`config.mk`:
```
export PLATFORM = sky130hd
export DESIGN_NAME = alarm_time_keypad_editor_top
export DESIGN_NICKNAME = d
export VERILOG_FILES = /design/src/hdl/atke_pkg.sv /design/src/hdl/atke_core.sv /design/src/hdl/alarm_time_keypad_editor_top.sv
export SDC_FILE = /design/constraint.sdc
export NUM_CORES = 1
export LEC_CHECK = 0
export BUFFER_PORTS_ARGS = -buffer_cell sky130_fd_sc_hd__buf_4
export CAP_MARGIN = 25
export CORE_UTILIZATION = 35
export CTS_CLUSTER_SIZE = 40
export DETAILED_ROUTE_END_ITERATION = 6
export GPL_TIMING_DRIVEN = 0
export SYNTH_ARGS = -nofsm -noshare
export SYNTH_HDL_FRONTEND = slang
export SYNTH_SLANG_ARGS = --single-unit
export TNS_END_PERCENT = 50
```
`constraint.sdc`:
```
create_clock -name clk -period 8 [get_ports clk]
set_input_delay 0.4 -clock clk [delete_from_list [all_inputs] [get_ports clk]]
set_output_delay 0.4 -clock clk [all_outputs]
set_load 0.02 [all_outputs]
```
`src/hdl/atke_pkg.sv`:
```
// Shared types, action codes and digit helpers for the alarm time keypad editor.
package atke_pkg;

  typedef enum logic [3:0] {
    ACT_TICK       = 4'd0,
    ACT_ENTER      = 4'd1,
    ACT_UP         = 4'd2,
    ACT_DOWN       = 4'd3,
    ACT_LEFT       = 4'd4,
    ACT_RIGHT      = 4'd5,
    ACT_DIGIT      = 4'd6,
    ACT_MODE       = 4'd7,
    ACT_SAVE       = 4'd8,
    ACT_CANCEL     = 4'd9,
    ACT_ENABLE     = 4'd10,
    ACT_DISMISS    = 4'd11,
    ACT_MOVE_LEFT  = 4'd12,
    ACT_MOVE_RIGHT = 4'd13
  } action_t;

  localparam int NUM_DIGITS = 6;
  localparam logic [2:0] LAST_POS = 3'd5;

  localparam logic [3:0] KEY_UP_DIGIT    = 4'd2;
  localparam logic [3:0] KEY_DOWN_DIGIT  = 4'd8;
  localparam logic [3:0] KEY_LEFT_DIGIT  = 4'd4;
  localparam logic [3:0] KEY_RIGHT_DIGIT = 4'd6;

  localparam logic [4:0] MAX_HOUR = 5'd23;
  localparam logic [5:0] MAX_MIN  = 6'd59;

  typedef logic [3:0] digit_t;

  typedef struct packed {
    action_t    action;
    logic [3:0] key_digit;
    logic [4:0] now_hour;
    logic [5:0] now_minute;
    logic [5:0] now_second;
  } atke_item_t;

  typedef struct packed {
    logic        alarm_hit;
    logic        editing;
    logic        direct_mode;
    logic [2:0]  cursor;
    logic        enabled;
    logic [23:0] edit_digits;
    logic [4:0]  alarm_hour;
    logic [5:0]  alarm_minute;
    logic [5:0]  alarm_second;
  } atke_result_t;

  // per-position digit limits; hour units limit depends on hour tens
  function automatic digit_t clamp_digit(logic [2:0] pos, digit_t d, digit_t tens_hour);
    digit_t r;
    r = d;
    if (pos == 3'd0 && d > 4'd2) r = 4'd2;
    if (pos == 3'd1 && tens_hour == 4'd2 && d > 4'd3) r = 4'd3;
    if ((pos == 3'd2 || pos == 3'd4) && d > 4'd5) r = 4'd5;
    return r;
  endfunction

  // value below 30 reduced modulo 10
  function automatic digit_t mod10_small(logic [4:0] v);
    logic [4:0] r;
    r = v;
    if (r >= 5'd20) r = r - 5'd20;
    else if (r >= 5'd10) r = r - 5'd10;
    return r[3:0];
  endfunction

  function automatic digit_t tens_of(logic [5:0] v);
    digit_t t;
    t = 4'd0;
    for (int k = 1; k <= 6; k++) begin
      if (v >= 6'(k * 10)) t = 4'(k);
    end
    return t;
  endfunction

  function automatic digit_t units_of(logic [5:0] v);
    logic [5:0] u;
    u = v - 6'({2'b00, tens_of(v)} * 6'd10);
    return u[3:0];
  endfunction

  // two BCD digits to binary, up to 165
  function automatic logic [7:0] pair_value(digit_t hi, digit_t lo);
    return ({4'b0000, hi} * 8'd10) + {4'b0000, lo};
  endfunction

endpackage

```
`src/hdl/atke_core.sv`:
```
// Editor state registers and the single-pass per-word update logic.
module atke_core
  import atke_pkg::*;
(
  input  logic         clk,
  input  logic         rst,
  input  logic         step,
  input  atke_item_t   item,
  output atke_result_t res
);

  logic [4:0] stored_hour, stored_hour_next;
  logic [5:0] stored_minute, stored_minute_next;
  logic [5:0] stored_second, stored_second_next;
  logic       armed, armed_next;
  logic       in_edit, in_edit_next;
  logic       direct_entry, direct_entry_next;
  logic [2:0] cursor_pos, cursor_pos_next;
  digit_t     digit_store [NUM_DIGITS];
  digit_t     digit_next [NUM_DIGITS];

  logic       do_direct;
  digit_t     direct_val;
  digit_t     sat_val;
  logic       load_parse;
  logic       do_move;
  logic       move_right;
  logic       do_adjust;
  logic       adjust_up;
  logic [2:0] mv_base;
  digit_t     cur_digit;
  logic [7:0] h_val, m_val, s_val;
  logic       hit;

  always_comb begin
    stored_hour_next   = stored_hour;
    stored_minute_next = stored_minute;
    stored_second_next = stored_second;
    armed_next         = armed;
    in_edit_next       = in_edit;
    direct_entry_next  = direct_entry;
    cursor_pos_next    = cursor_pos;
    digit_next         = digit_store;
    do_direct          = 1'b0;
    direct_val         = item.key_digit;
    load_parse         = 1'b0;
    do_move            = 1'b0;
    move_right         = 1'b0;
    do_adjust          = 1'b0;
    adjust_up          = 1'b0;
    hit                = 1'b0;
    sat_val            = 4'd0;
    mv_base            = 3'd0;
    cur_digit          = 4'd0;
    h_val              = 8'd0;
    m_val              = 8'd0;
    s_val              = 8'd0;

    if (item.action == ACT_TICK) begin
      hit = armed && item.now_hour == stored_hour && item.now_minute == stored_minute
            && item.now_second == stored_second;
    end else if (item.action == ACT_DISMISS) begin
      armed_next = 1'b0;
    end else if (!in_edit) begin
      if (item.action == ACT_ENTER) begin
        in_edit_next      = 1'b1;
        direct_entry_next = 1'b0;
        digit_next[0] = tens_of({1'b0, stored_hour});
        digit_next[1] = units_of({1'b0, stored_hour});
        digit_next[2] = tens_of(stored_minute);
        digit_next[3] = units_of(stored_minute);
        digit_next[4] = tens_of(stored_second);
        digit_next[5] = units_of(stored_second);
      end else if (item.action == ACT_ENABLE) begin
        armed_next = !armed;
      end
    end else begin
      unique case (item.action)
        ACT_UP: begin
          do_direct = direct_entry;
          direct_val = KEY_UP_DIGIT;
          do_adjust = !direct_entry;
          adjust_up = 1'b1;
        end
        ACT_DOWN: begin
          do_direct = direct_entry;
          direct_val = KEY_DOWN_DIGIT;
          do_adjust = !direct_entry;
        end
        ACT_LEFT: begin
          do_direct = direct_entry;
          direct_val = KEY_LEFT_DIGIT;
          do_move = !direct_entry;
        end
        ACT_RIGHT: begin
          do_direct = direct_entry;
          direct_val = KEY_RIGHT_DIGIT;
          do_move = !direct_entry;
          move_right = 1'b1;
        end
        ACT_DIGIT:  do_direct = direct_entry;
        ACT_MODE:   direct_entry_next = !direct_entry;
        ACT_SAVE: begin
          load_parse   = 1'b1;
          armed_next   = 1'b1;
          in_edit_next = 1'b0;
        end
        ACT_CANCEL: begin
          in_edit_next      = 1'b0;
          direct_entry_next = 1'b0;
        end
        ACT_MOVE_LEFT:  do_move = direct_entry;
        ACT_MOVE_RIGHT: begin
          do_move = direct_entry;
          move_right = 1'b1;
        end
        default: ;
      endcase
    end

    if (do_adjust && cursor_pos <= LAST_POS) begin
      cur_digit = digit_store[cursor_pos];
      cur_digit = adjust_up ? mod10_small({1'b0, cur_digit} + 5'd11)
                            : mod10_small({1'b0, cur_digit} + 5'd9);
      digit_next[cursor_pos] = clamp_digit(cursor_pos, cur_digit, digit_store[0]);
    end

    if (do_move) begin
      mv_base = (cursor_pos > LAST_POS) ? 3'd0 : cursor_pos;
      if (move_right) cursor_pos_next = (mv_base == LAST_POS) ? 3'd0 : mv_base + 3'd1;
      else            cursor_pos_next = (mv_base == 3'd0) ? LAST_POS : mv_base - 3'd1;
    end

    if (do_direct && cursor_pos <= LAST_POS) begin
      sat_val = (direct_val > 4'd9) ? 4'd9 : direct_val;
      digit_next[cursor_pos] = clamp_digit(cursor_pos, sat_val, digit_store[0]);
      cursor_pos_next = (cursor_pos == LAST_POS) ? 3'd0 : cursor_pos + 3'd1;
      load_parse = 1'b1;
    end

    if (load_parse) begin
      h_val = pair_value(digit_next[0], digit_next[1]);
      m_val = pair_value(digit_next[2], digit_next[3]);
      s_val = pair_value(digit_next[4], digit_next[5]);
      stored_hour_next   = (h_val > {3'b000, MAX_HOUR}) ? MAX_HOUR : h_val[4:0];
      stored_minute_next = (m_val > {2'b00, MAX_MIN}) ? MAX_MIN : m_val[5:0];
      stored_second_next = (s_val > {2'b00, MAX_MIN}) ? MAX_MIN : s_val[5:0];
    end
  end

  always_comb begin
    res.alarm_hit    = hit;
    res.editing      = in_edit_next;
    res.direct_mode  = direct_entry_next;
    res.cursor       = cursor_pos_next;
    res.enabled      = armed_next;
    res.edit_digits  = {digit_next[0], digit_next[1], digit_next[2],
                        digit_next[3], digit_next[4], digit_next[5]};
    res.alarm_hour   = stored_hour_next;
    res.alarm_minute = stored_minute_next;
    res.alarm_second = stored_second_next;
  end

  always_ff @(posedge clk) begin
    if (rst) begin
      stored_hour   <= '0;
      stored_minute <= '0;
      stored_second <= '0;
      armed         <= 1'b0;
      in_edit       <= 1'b0;
      direct_entry  <= 1'b0;
      cursor_pos    <= '0;
      for (int i = 0; i < NUM_DIGITS; i++) digit_store[i] <= '0;
    end else if (step) begin
      stored_hour   <= stored_hour_next;
      stored_minute <= stored_minute_next;
      stored_second <= stored_second_next;
      armed         <= armed_next;
      in_edit       <= in_edit_next;
      direct_entry  <= direct_entry_next;
      cursor_pos    <= cursor_pos_next;
      digit_store   <= digit_next;
    end
  end

  a_cursor_range: assert property (@(posedge clk) disable iff (rst)
    cursor_pos <= LAST_POS) else $error("cursor out of range");

  a_stored_range: assert property (@(posedge clk) disable iff (rst)
    stored_hour <= MAX_HOUR && stored_minute <= MAX_MIN && stored_second <= MAX_MIN)
    else $error("stored alarm time out of range");

  a_hit_armed: assert property (@(posedge clk) disable iff (rst)
    step && res.alarm_hit |-> armed && item.action == ACT_TICK)
    else $error("alarm hit while disarmed");

  a_save_exit: assert property (@(posedge clk) disable iff (rst)
    step && in_edit && item.action == ACT_SAVE |=> !in_edit && armed)
    else $error("save did not arm and leave edit");

endmodule

```
`src/hdl/alarm_time_keypad_editor_top.sv`:
```
// Top level: stream ports, input word register and result word register.
//
// Alarm time keypad editor. Each input word is one key event or clock tick;
// each produces exactly one result word carrying the full editor status.
// Input channel s_*: s_tuser holds the action code, s_tdata the typed digit
// and the current clock time. Output channel m_*: m_tdata holds the hit flag,
// mode flags, cursor, enable flag, six BCD edit digits and stored alarm time.
// A word accepted into the input register is processed once the result register
// is free (empty, or its word being taken); that step loads the result register,
// where the result is held on m_* until taken.
// Throughput: one word per cycle unless m_tready stalls; the update is a single
// combinational pass from the input register and editor state into the result register.
// Reset (rst, synchronous) clears the alarm time, enable, edit state, cursor
// and edit digits, and empties both registers.
// When the receiver stalls, the result register holds its word and the input
// register still takes one more word; s_tready drops only when both are full.
module alarm_time_keypad_editor_top
  import atke_pkg::*;
(
  input  logic        clk,
  input  logic        rst,
  input  logic        s_tvalid,
  output logic        s_tready,
  input  logic [23:0] s_tdata,  // key_digit[3:0], now_hour[8:4], now_minute[14:9],
                                // now_second[20:15], zero pad[23:21]
  input  logic [3:0]  s_tuser,  // action[3:0]
  output logic        m_tvalid,
  input  logic        m_tready,
  output logic [47:0] m_tdata   // alarm_hit[0], editing[1], direct_mode[2], cursor[5:3],
                                // enabled[6], edit_digits[30:7], alarm_hour[35:31],
                                // alarm_minute[41:36], alarm_second[47:42]
);

  logic         in_valid;
  atke_item_t   in_item;
  logic         out_valid;
  atke_result_t out_res;
  atke_result_t res;
  logic         step;

  assign step     = in_valid && (!out_valid || m_tready);
  assign s_tready = !in_valid || step;

  atke_core u_core (
    .clk  (clk),
    .rst  (rst),
    .step (step),
    .item (in_item),
    .res  (res)
  );

  always_ff @(posedge clk) begin
    if (rst) begin
      in_valid <= 1'b0;
    end else if (s_tready) begin
      in_valid <= s_tvalid;
    end
  end

  always_ff @(posedge clk) begin
    if (s_tvalid && s_tready) begin
      in_item.action     <= action_t'(s_tuser);
      in_item.key_digit  <= s_tdata[3:0];
      in_item.now_hour   <= s_tdata[8:4];
      in_item.now_minute <= s_tdata[14:9];
      in_item.now_second <= s_tdata[20:15];
    end
  end

  always_ff @(posedge clk) begin
    if (rst) begin
      out_valid <= 1'b0;
    end else if (step) begin
      out_valid <= 1'b1;
    end else if (m_tready) begin
      out_valid <= 1'b0;
    end
  end

  always_ff @(posedge clk) begin
    if (step) out_res <= res;
  end

  assign m_tvalid = out_valid;
  assign m_tdata  = {out_res.alarm_second, out_res.alarm_minute, out_res.alarm_hour,
                     out_res.edit_digits, out_res.enabled, out_res.cursor,
                     out_res.direct_mode, out_res.editing, out_res.alarm_hit};

endmodule

```
==> After elaboration in Yosys (flattened, before gate mapping) <==
Cells that the tools add are included.
Widths: inputs -> output; s select.
{ "totals": {"regBits": 122, "latchBits": 0, "ramBits": 0, "romBits": 0, "inputBits": 32, "wordCells": 260, "n_memories": 0} }
{ "op_classes": {"n_addsub": 15, "n_mul": 6, "n_div": 0, "n_lt_le_gt_ge": 36, "eq_ne": 22, "shift": 0, "muxes": 119, "bitwise_logic": 1, "reduce_logical": 32} }
{ "ops": {"columns": ["operator", "count"], "rows": [
  ["$mux 24", 6],
  ["$mux 4", 35],
  ["$bwmux 24", 2],
  ["$mux 3", 15],
  ["$mux 1", 44],
  ["$ge 6x6->1 const B", 6],
  ["$add 8x4->8", 3],
  ["$eq 4x4->1 const B", 6],
  ["$ge 6x5->1 const B", 4],
  ["$mux 6", 4],
  ["$mul 4x3->7 const B", 3],
  ["$ge 5x5->1 const B", 4],
  ["$ge 5x6->1 const B", 3],
  ["$eq 4x3->1 const B", 4],
  ["$gt 4x2->1 const B", 4],
  ["$gt 8x6->1 const B", 2],
  ["$pmux 4 s4", 1],
  ["$ge 5x4->1 const B", 3],
  ["$logic_and 1x1->1", 15],
  ["$bmux 4 s3", 1],
  ["$demux 4 s3", 1],
  ["$eq 4x2->1 const B", 3],
  ["$eq 6x6->1", 2],
  ["$ge 6x4->1 const B", 2],
  ["other kinds (30)", 58]
]} }

==> Logic depth before layout (Yosys ltp) <==
Gate-level depths: netlist (run 1).
{ "depth": {"depth_word": 26, "depth_mapped": 36, "depth_no_buf": 34} }

==> Hierarchy <==
A second synthesis (run 1) with hierarchy kept.
{ "hier_totals": {"hier_cells": 884, "hier_area_um2": 8125.3} }
{ "modules_own_cells": {"columns": ["module", "n_inst", "cells_per_inst", "area_each_um2", "seq_area_each_um2"], "rows": [
  ["atke_core", 1, 801, 5829.3, 940.9],
  ["alarm_time_keypad_editor_top", 1, 83, 2296.0, 2232.1]
]} }

==> Worst setup path before layout (run 1) <==
No wires, ideal clock.
{ "synth_path": {"path_type": "register to register", "startpoint": "register u_core.cursor_pos[1]", "endpoint": "register out_res (netlist bit m_tdata[42]) (data pin)", "setup_ns": 0.254, "arrival_ns": 6.557, "required_ns": 7.746, "path_slack_ns": 1.189, "path_stages_with_launch": 33, "path_buffers": 2, "synth_period_minus_slack_ns": 6.811, "cell_sequence": "dfxtp_1 buf_2 buf_6 mux2i_1 o22ai_1 nor2_1 inv_1 ha_1 inv_1 nand3_1 and2_1 ha_1 or3_1 a211oi_1 nor3_1 a221oi_1 o21a_1 a21oi_1 o2bb2ai_1 o21a_1 inv_1 ha_1 ha_1 fa_1 nand2_1 o21bai_1 xnor2_1 nand2_1 mux4_2 nor2_1 o41ai_1 or2_2 o21a_1"} }
{ "synth_rtl": {"columns": ["element", "line", "rtl"], "rows": [
  ["from (decl)", "atke_core.sv:18", "logic [2:0] cursor_pos, cursor_pos_next;"],
  ["from (signal assigned)", "atke_core.sv:181", "cursor_pos <= cursor_pos_next;"],
  ["to (signal assigned)", "alarm_time_keypad_editor_top.sv:81", "if (step) out_res <= res;"],
  ["to (decl)", "alarm_time_keypad_editor_top.sv:37", "atke_result_t out_res;"]
]} }

==> metrics.md, run 1 <==
| Metric | Value |
|---|---|
| Post-synthesis register bit count | about 120 |
| Routed WL | 24900 um |
| Core Area | 0.02264 sq mm |
| Share of post-route cells with drive strength above 1 | about 17% |
| Count of maximum capacitance violations | 0 |
| Share of synthesized registers carrying an async set or reset | 0% |
| P&R area growth vs syn | 21.34% |
| Clock Path Buffers | 2 |
| Drt pass-1 iters | 5 |
| Final Wtd Congestion | 0.9189 |
| Vias in the first global route | 6766 |
| Worst-Skew Late Latency | 0.43 ns |
| TritonCTS Buffers | 17 |
| Setup TNS | 0 ns |
| Crit end category | flop |
| Fill count | 2212 |
| Switch share | 26.42% |
| Antenna viol nets, final | 0 |
| FP Rows | 55 |
| Internal power | 0.001294 W |
| Area leader, netlist | edfxtp_1 |
| PortBufs | 78 |
| Levels on crit path | 31 |
| Largest stage delay, worst path | 0.54 ns |
| Top-level port count | 82 |
| P_leak | about 3.8 nW |
| Cell family with the largest share of critical-path delay | compound AO/OA/AOI/OAI gates |
| Fmax | 131.4 MHz |
| Clk sinks | between 100 and 150 |
| Post-detail-place hpwl | between 15000 and 20000 um |
| Commonest cells after routing, fill and taps aside | nand2_1 (122), buf_4 (86), a21oi_1 (78) |
| Number of synthesized flops with an enable pin | 73 |
| Slowest-stage cell, CP | fa_1 |
| Commonest non-fill, non-tap cell in the layout | nand2_1 |
| H-Tree Depth | 4 |
| Layout net count | ~1.1k |
| Crit-path max FO | 10 |
| Synth unique cells | 87 |
| Worst clock skew | roughly 0.013 ns |
| Detailed-route DRC error count | 0 |
| R2r setup slk | 0.39 ns |
| Ranking of synthesized cells by area | edfxtp_1 (27%), dfxtp_1 (12%), ha_1 (5.7%) |
| Post-layout min period | 7.611 ns |
| Synth top area share | 27.14% |
| Final setup fails | 0 |
| Cell mode on critical path | ha_1 |
| Min Hold Slack | between 0.1 and 0.15 ns |
| Die Area | 0.02369 sq mm |
| Placed cell areas | 0.009059 sq mm |
| Root Driver | clkbuf_16 |
| Crit path kind | flop to flop |
| Vias per cell | 5.595 |
| Clock Pin Slew Worst Setup and Hold Paths | 0.06 ns |
| Critical Path RT | 8.18 ns |
| Clock group share of total power | a little under half |
| Worst EP arrival | 7.79 ns |
| Diode count | 0 |
| Outcome | complete, no violations |
| Initial antenna violation count | 0 |
| Part of the power in registers | ~40% |
| Die Span X | 153.9 um |
| Gr ovfl total | 0 |
| Largest net degree at the start of global routing | just under 60 |
| PwrDens | 179.4 mW/mm^2 |
| Max VDD drop | approximately 0.00014 V |
| Post-route cell area | 0.009802 sq mm |
| Hold depth | 1 |
| Sw Pwr | approximately 0.00046 W |
| CP Buf/Inv Count | 3 |
| Slew Limit Fails | 0 |
| Seq/Total Area, Yosys | 39.28% |
| Startpoint Class | flop |
| Hold Path Class | primary input to flop |
| Worst R2R Path Depth | 31 |
| Initial core utilization | 35.68% |
| Routed wire length per instance | 19.08 um |
| First-pass GRT wire length | 38210 um |
| DR iter-0 viols | just over 600 |
| Net Count, Synth | between 900 and 1k |
| Total track usage | 21.23% |
| DR vias | 7302 |
| Worst-Margin Slew | 0.8985 ns |
| Mapped cell area | 0.008078 sq mm |
| Final Hold Fails | 0 |
| Syn avg cell area | 8.945 sq um |
| Final period util | 95.13% |
| Post-synth top flop | edfxtp_1 |
| Cells after Synth | 903 |
| Chip height | 153.9 um |
| Yosys warning total | 0 |
| Comb pwr share | 13.2% |
| TritonCTS clock tree | yes |
| Slew HR | 40.10% |
[layer usage]
| metal | routed length [um] | share of wire (%) | GRT usage (%) | up-vias |
|---|---|---|---|---|
| li1 | - | - | - | 3495 |
| met1 | 11020 | 44 | 27.73 | 3459 |
| met2 | 11390 | 46 | 33.79 | 294 |
| met3 | 1687 | 6.8 | 4.763 | 54 |
| met4 | 795 | 3.2 | 8.857 | 0 |
| met5 | 0 | 0 | 0 | - |
[worst paths after layout]
kind / from / end
min reg2reg: u_core.digit_store[3] / u_core.digit_store[3]
min: s_tdata[1] / in_item[18]
max reg2reg: u_core.cursor_pos[0] / m_tdata[42]
max: u_core.cursor_pos[0] / m_tdata[42]
[metrics by stage]
stage,total power (W),util (%),instances,setup slack [ns]
floorplan,0.0008500,-,903,1.189
global placement,0.0009299,39.84,1266,-0.3055
detailed placement,0.0009312,40.01,1268,-0.2702
CTS,0.001763,42.88,1300,0.07043
global route,0.001815,43.29,1305,-0.02696
finish,0.001759,43.29,1305,0.3893
[cell families after synthesis]
| kind of cell | Yosys count | share of synthesized area [%] |
|---|---|---|
| and+or+nand+nor | 338 | 20.12 |
| AOI/OAI and AO/OA | 243 | 20.06 |
| DFF | 122 | 39.28 |
| buffers and inverters | 91 | 4.678 |
| adders and majority gates | 49 | 8.333 |
| xor gates and xnor gates | 35 | 3.795 |
| muxes | 25 | 3.733 |
[power by group through the flow]
stage | Combinational [W] | Clock, W | Sequential (W)
CTS | 0.000222 | 0.000840 | 0.000701
global placement | 0.000214 | 0 | 0.000715
floorplan | 0.000124 | 0 | 0.000726
detailed placement | 0.000217 | 0 | 0.000714
finish | 0.000231 | 0.000826 | 0.000701
global route | 0.000249 | 0.000863 | 0.000703
[synthesized netlist by cell type (7+ instances only)]
| cell type | count |
|---|---|
| fa_1 | 9 |
| inv_1 | 38 |
| edfxtp_1 | 73 |
| clkbuf_1 | 39 |
| o211ai_1 | 14 |
| xnor2_1 | 15 |
| o21ai_0 | 38 |
| xor2_1 | 20 |
| dfxtp_1 | 49 |
| a211oi_1 | 17 |
| nor3_1 | 23 |
| ha_1 | 37 |
| nand3_1 | 21 |
| nand2_1 | 122 |
| mux2i_1 | 16 |
| nand2b_1 | 15 |
| a21o_1 | 10 |
| nor2b_1 | 7 |
| a31oi_1 | 9 |
| nor2_1 | 79 |
| a21oi_1 | 79 |
| nand4_1 | 11 |
| o21a_1 | 11 |
| and3_1 | 8 |
| and2_1 | 11 |
[sequential cells by signal, indices dropped and copies added, names as in the netlist]
name                  flops
m_tdata                  48
u_core.stored_hour        5
u_core.cursor_pos         3
u_core.direct_entry       1
u_core.stored_minute      6
u_core.digit_store       24
m_tvalid                  1
u_core.stored_second      6
u_core.in_edit            1
in_valid                  1
in_item                  25
u_core.armed              1
[layout make-up]
cell class	instances	area (sq um)	area share [%]
clock buffer	17	425.4	4.340
clock inverter	15	198.9	2.030
inverter	40	150.1	1.532
tap	285	356.6	3.638
sequential	122	3173	32.37
timing repair buffer	85	658.1	6.714
multi-input combinational	690	4606	46.99
buffer	51	234.0	2.387
[what timing repair did]
item | CTS | global route
gates resized for setup | 4 | 15
buffers inserted | 0 | 5
endpoints found under the setup margin | 16 | 33
hold buffers | 0 | 0
pin swaps | 0 | 7
Note: power is estimated with default switching activity, not from simulation.
==> run 2: changes to the inputs <==
==> constraint.sdc (replaced) <==
create_clock -name clk -period 7.2 [get_ports clk]
set_input_delay 0.36 -clock clk [delete_from_list [all_inputs] [get_ports clk]]
set_output_delay 0.36 -clock clk [all_outputs]
set_load 0.02 [all_outputs]
==> metrics.md, run 2 (synthesized netlist as in run 1, its figures left out) <==
| Metric | Value |
|---|---|
| Final setup fails | 0 |
| P&R area growth vs syn | 30.82% |
| DR iter-0 viols | 591 |
| Hold Path Class | primary input to flop |
| Count of maximum capacitance violations | 0 |
| Fmax | between 100 and 150 MHz |
| Largest register FFs | 48 |
| Crit path kind | flop to flop |
| Post-layout util | 46.68% |
| PortBufs | 78 |
| FP Rows | 55 |
| Clk sinks | around 120 |
| H-Tree Depth | 4 |
| Die Area | 0.02369 sq mm |
| Slew HR | between 30% and 40% |
| Commonest cells after routing, fill and taps aside | buf_4 (126), nand2_1 (122), a21oi_1 (77) |
| TritonCTS clock tree | yes |
| Gr ovfl total | 0 |
| Core Area | 0.02264 sq mm |
| Critical Path RT | roughly 7.6 ns |
| Worst EP arrival | between 7 and 8 ns |
| Setup ws final | 0.2240 ns |
| Startpoint Class | flop |
| Share of post-route cells with drive strength above 1 | 25.09% |
| PwrDens | 189.5 mW/mm^2 |
| Clock Pin Slew Worst Setup and Hold Paths | around 0.060 ns |
| Initial antenna violation count | 0 |
| Antenna viol nets, final | 0 |
| Max VDD drop | 0.0001524 V |
| Post-layout min period | 6.976 ns |
| Final period util | between 90 and 100% |
| RSZ-0062 raised after global routing | true |
| Layout net count | 1129 |
| DR vias | 7560 |
| Diode count | 0 |
| Total chip power | 0.002003 W |
| Chip height | 153.9 um |
| Routed wire length per instance | 19.20 um |
| Worst clock skew | about 0.014 ns |
| Slew Limit Fails | 0 |
| TritonCTS Buffers | 17 |
| Detailed-route DRC error count | 0 |
| Vias in the first global route | 6862 |
| Post-detail-place hpwl | 18140 um |
| Final Hold Fails | 0 |
| Outcome | complete, no violations |
| Worst-Margin Slew | 0.9840 ns |
| First-pass GRT wire length | approximately 39000 um |
| P_leak | 4.029 nW |
| Largest net degree at the start of global routing | 58 |
| Drt pass-1 iters | 5 |
| Top-level port count | 82 |
| Commonest non-fill, non-tap cell in the layout | buf_4 |
| Die Span X | 153.9 um |
| Initial core utilization | a little over a third |
| Largest stage delay, worst path | slightly above 0.5 ns |
| Placement Setup Slack | -1.070 ns |
| Total track usage | 21.43% |
| Worst-Skew Late Latency | approximately 0.43 ns |
| Routed WL | 25900 um |
| Crit-path max FO | 8 |
| Crit end category | flop |
| Vias per cell | 5.604 |
| Final Wtd Congestion | around 0.92 |
| Fill count | 2133 |
| Root Driver | clkbuf_16 |
| Slowest-stage cell, CP | mux4_2 |
| Clock Path Buffers | 2 |
[run 2: worst paths after layout]
| path | startpoint | endpoint | slack, ns | depth (start not counted) |
|---|---|---|---|---|
| worst max-delay path | u_core.cursor_pos[0] | u_core.stored_hour[3] | 0.22 | 32 |
| worst min-delay path | s_tdata[1] | in_item[18] | 0.10 | 1 |
| worst max register to register | u_core.cursor_pos[0] | u_core.stored_hour[3] | 0.22 | 32 |
| worst min register to register | u_core.digit_store[3] | u_core.digit_store[3] | 0.49 | 2 |
[run 2: power by group]
group / leakage, nW / internal, W / total (W) / switching [W]
clock: 0.295 / 0.000579 / 0.000919 / 0.000340
sequential: 1.10 / 0.000766 / 0.000779 / 0.0000127
combinational: 2.64 / 0.000120 / 0.000305 / 0.000185
[run 2: worst max-delay path, delay by kind of cell, from the launching register on]
family,cells,cell delay (ns)
compound gates,8,2.01
xor+xnor,1,0.15
fa+ha+maj,4,1.08
buf+inv,5,0.55
flops,1,0.39
mux,2,0.84
simple gates,12,1.83
[run 2: metal layers]
metal  track usage, %  vias up  share of wire, %  wire [um]
met5                0        -                 0          0
met4            9.000        0               3.2        828
met3            4.538       63               6.7       1748
met2            34.26      303                47      12050
met1            28.01     3607                44      11270
li1                 -     3587                 -          -
[run 2: layout make-up]
cell class	instances	area, sq um	area share [%]
plain buffers	51	282.8	2.676
clock buffers	17	425.4	4.026
clock inverters	15	198.9	1.883
inverters	40	157.7	1.492
multi-input cells	690	4972	47.05
flip-flops and latches	122	3181	30.10
well taps	285	356.6	3.374
repair buffers	129	993.5	9.401
[run 2: timing repair]
action                     CTS  global route
cloned                       0             1
setup endpoints to repair   34            34
hold buffers                 0             0
gates resized for setup     32            80
pin swaps                    7            40
setup buffers                6            42
[run 2: through the flow]
stage	hold slack [ns]	instances	instance area [sq um]	TNS, ns
detailed placement	0.4796	1268	9059	-24.82
global placement	0.4726	1266	9020	-26.90
CTS	0.08526	1306	9869	0
floorplan	0.4422	903	8078	0
global route	0.08710	1349	10570	-0.8598
finish	0.1042	1349	10570	0
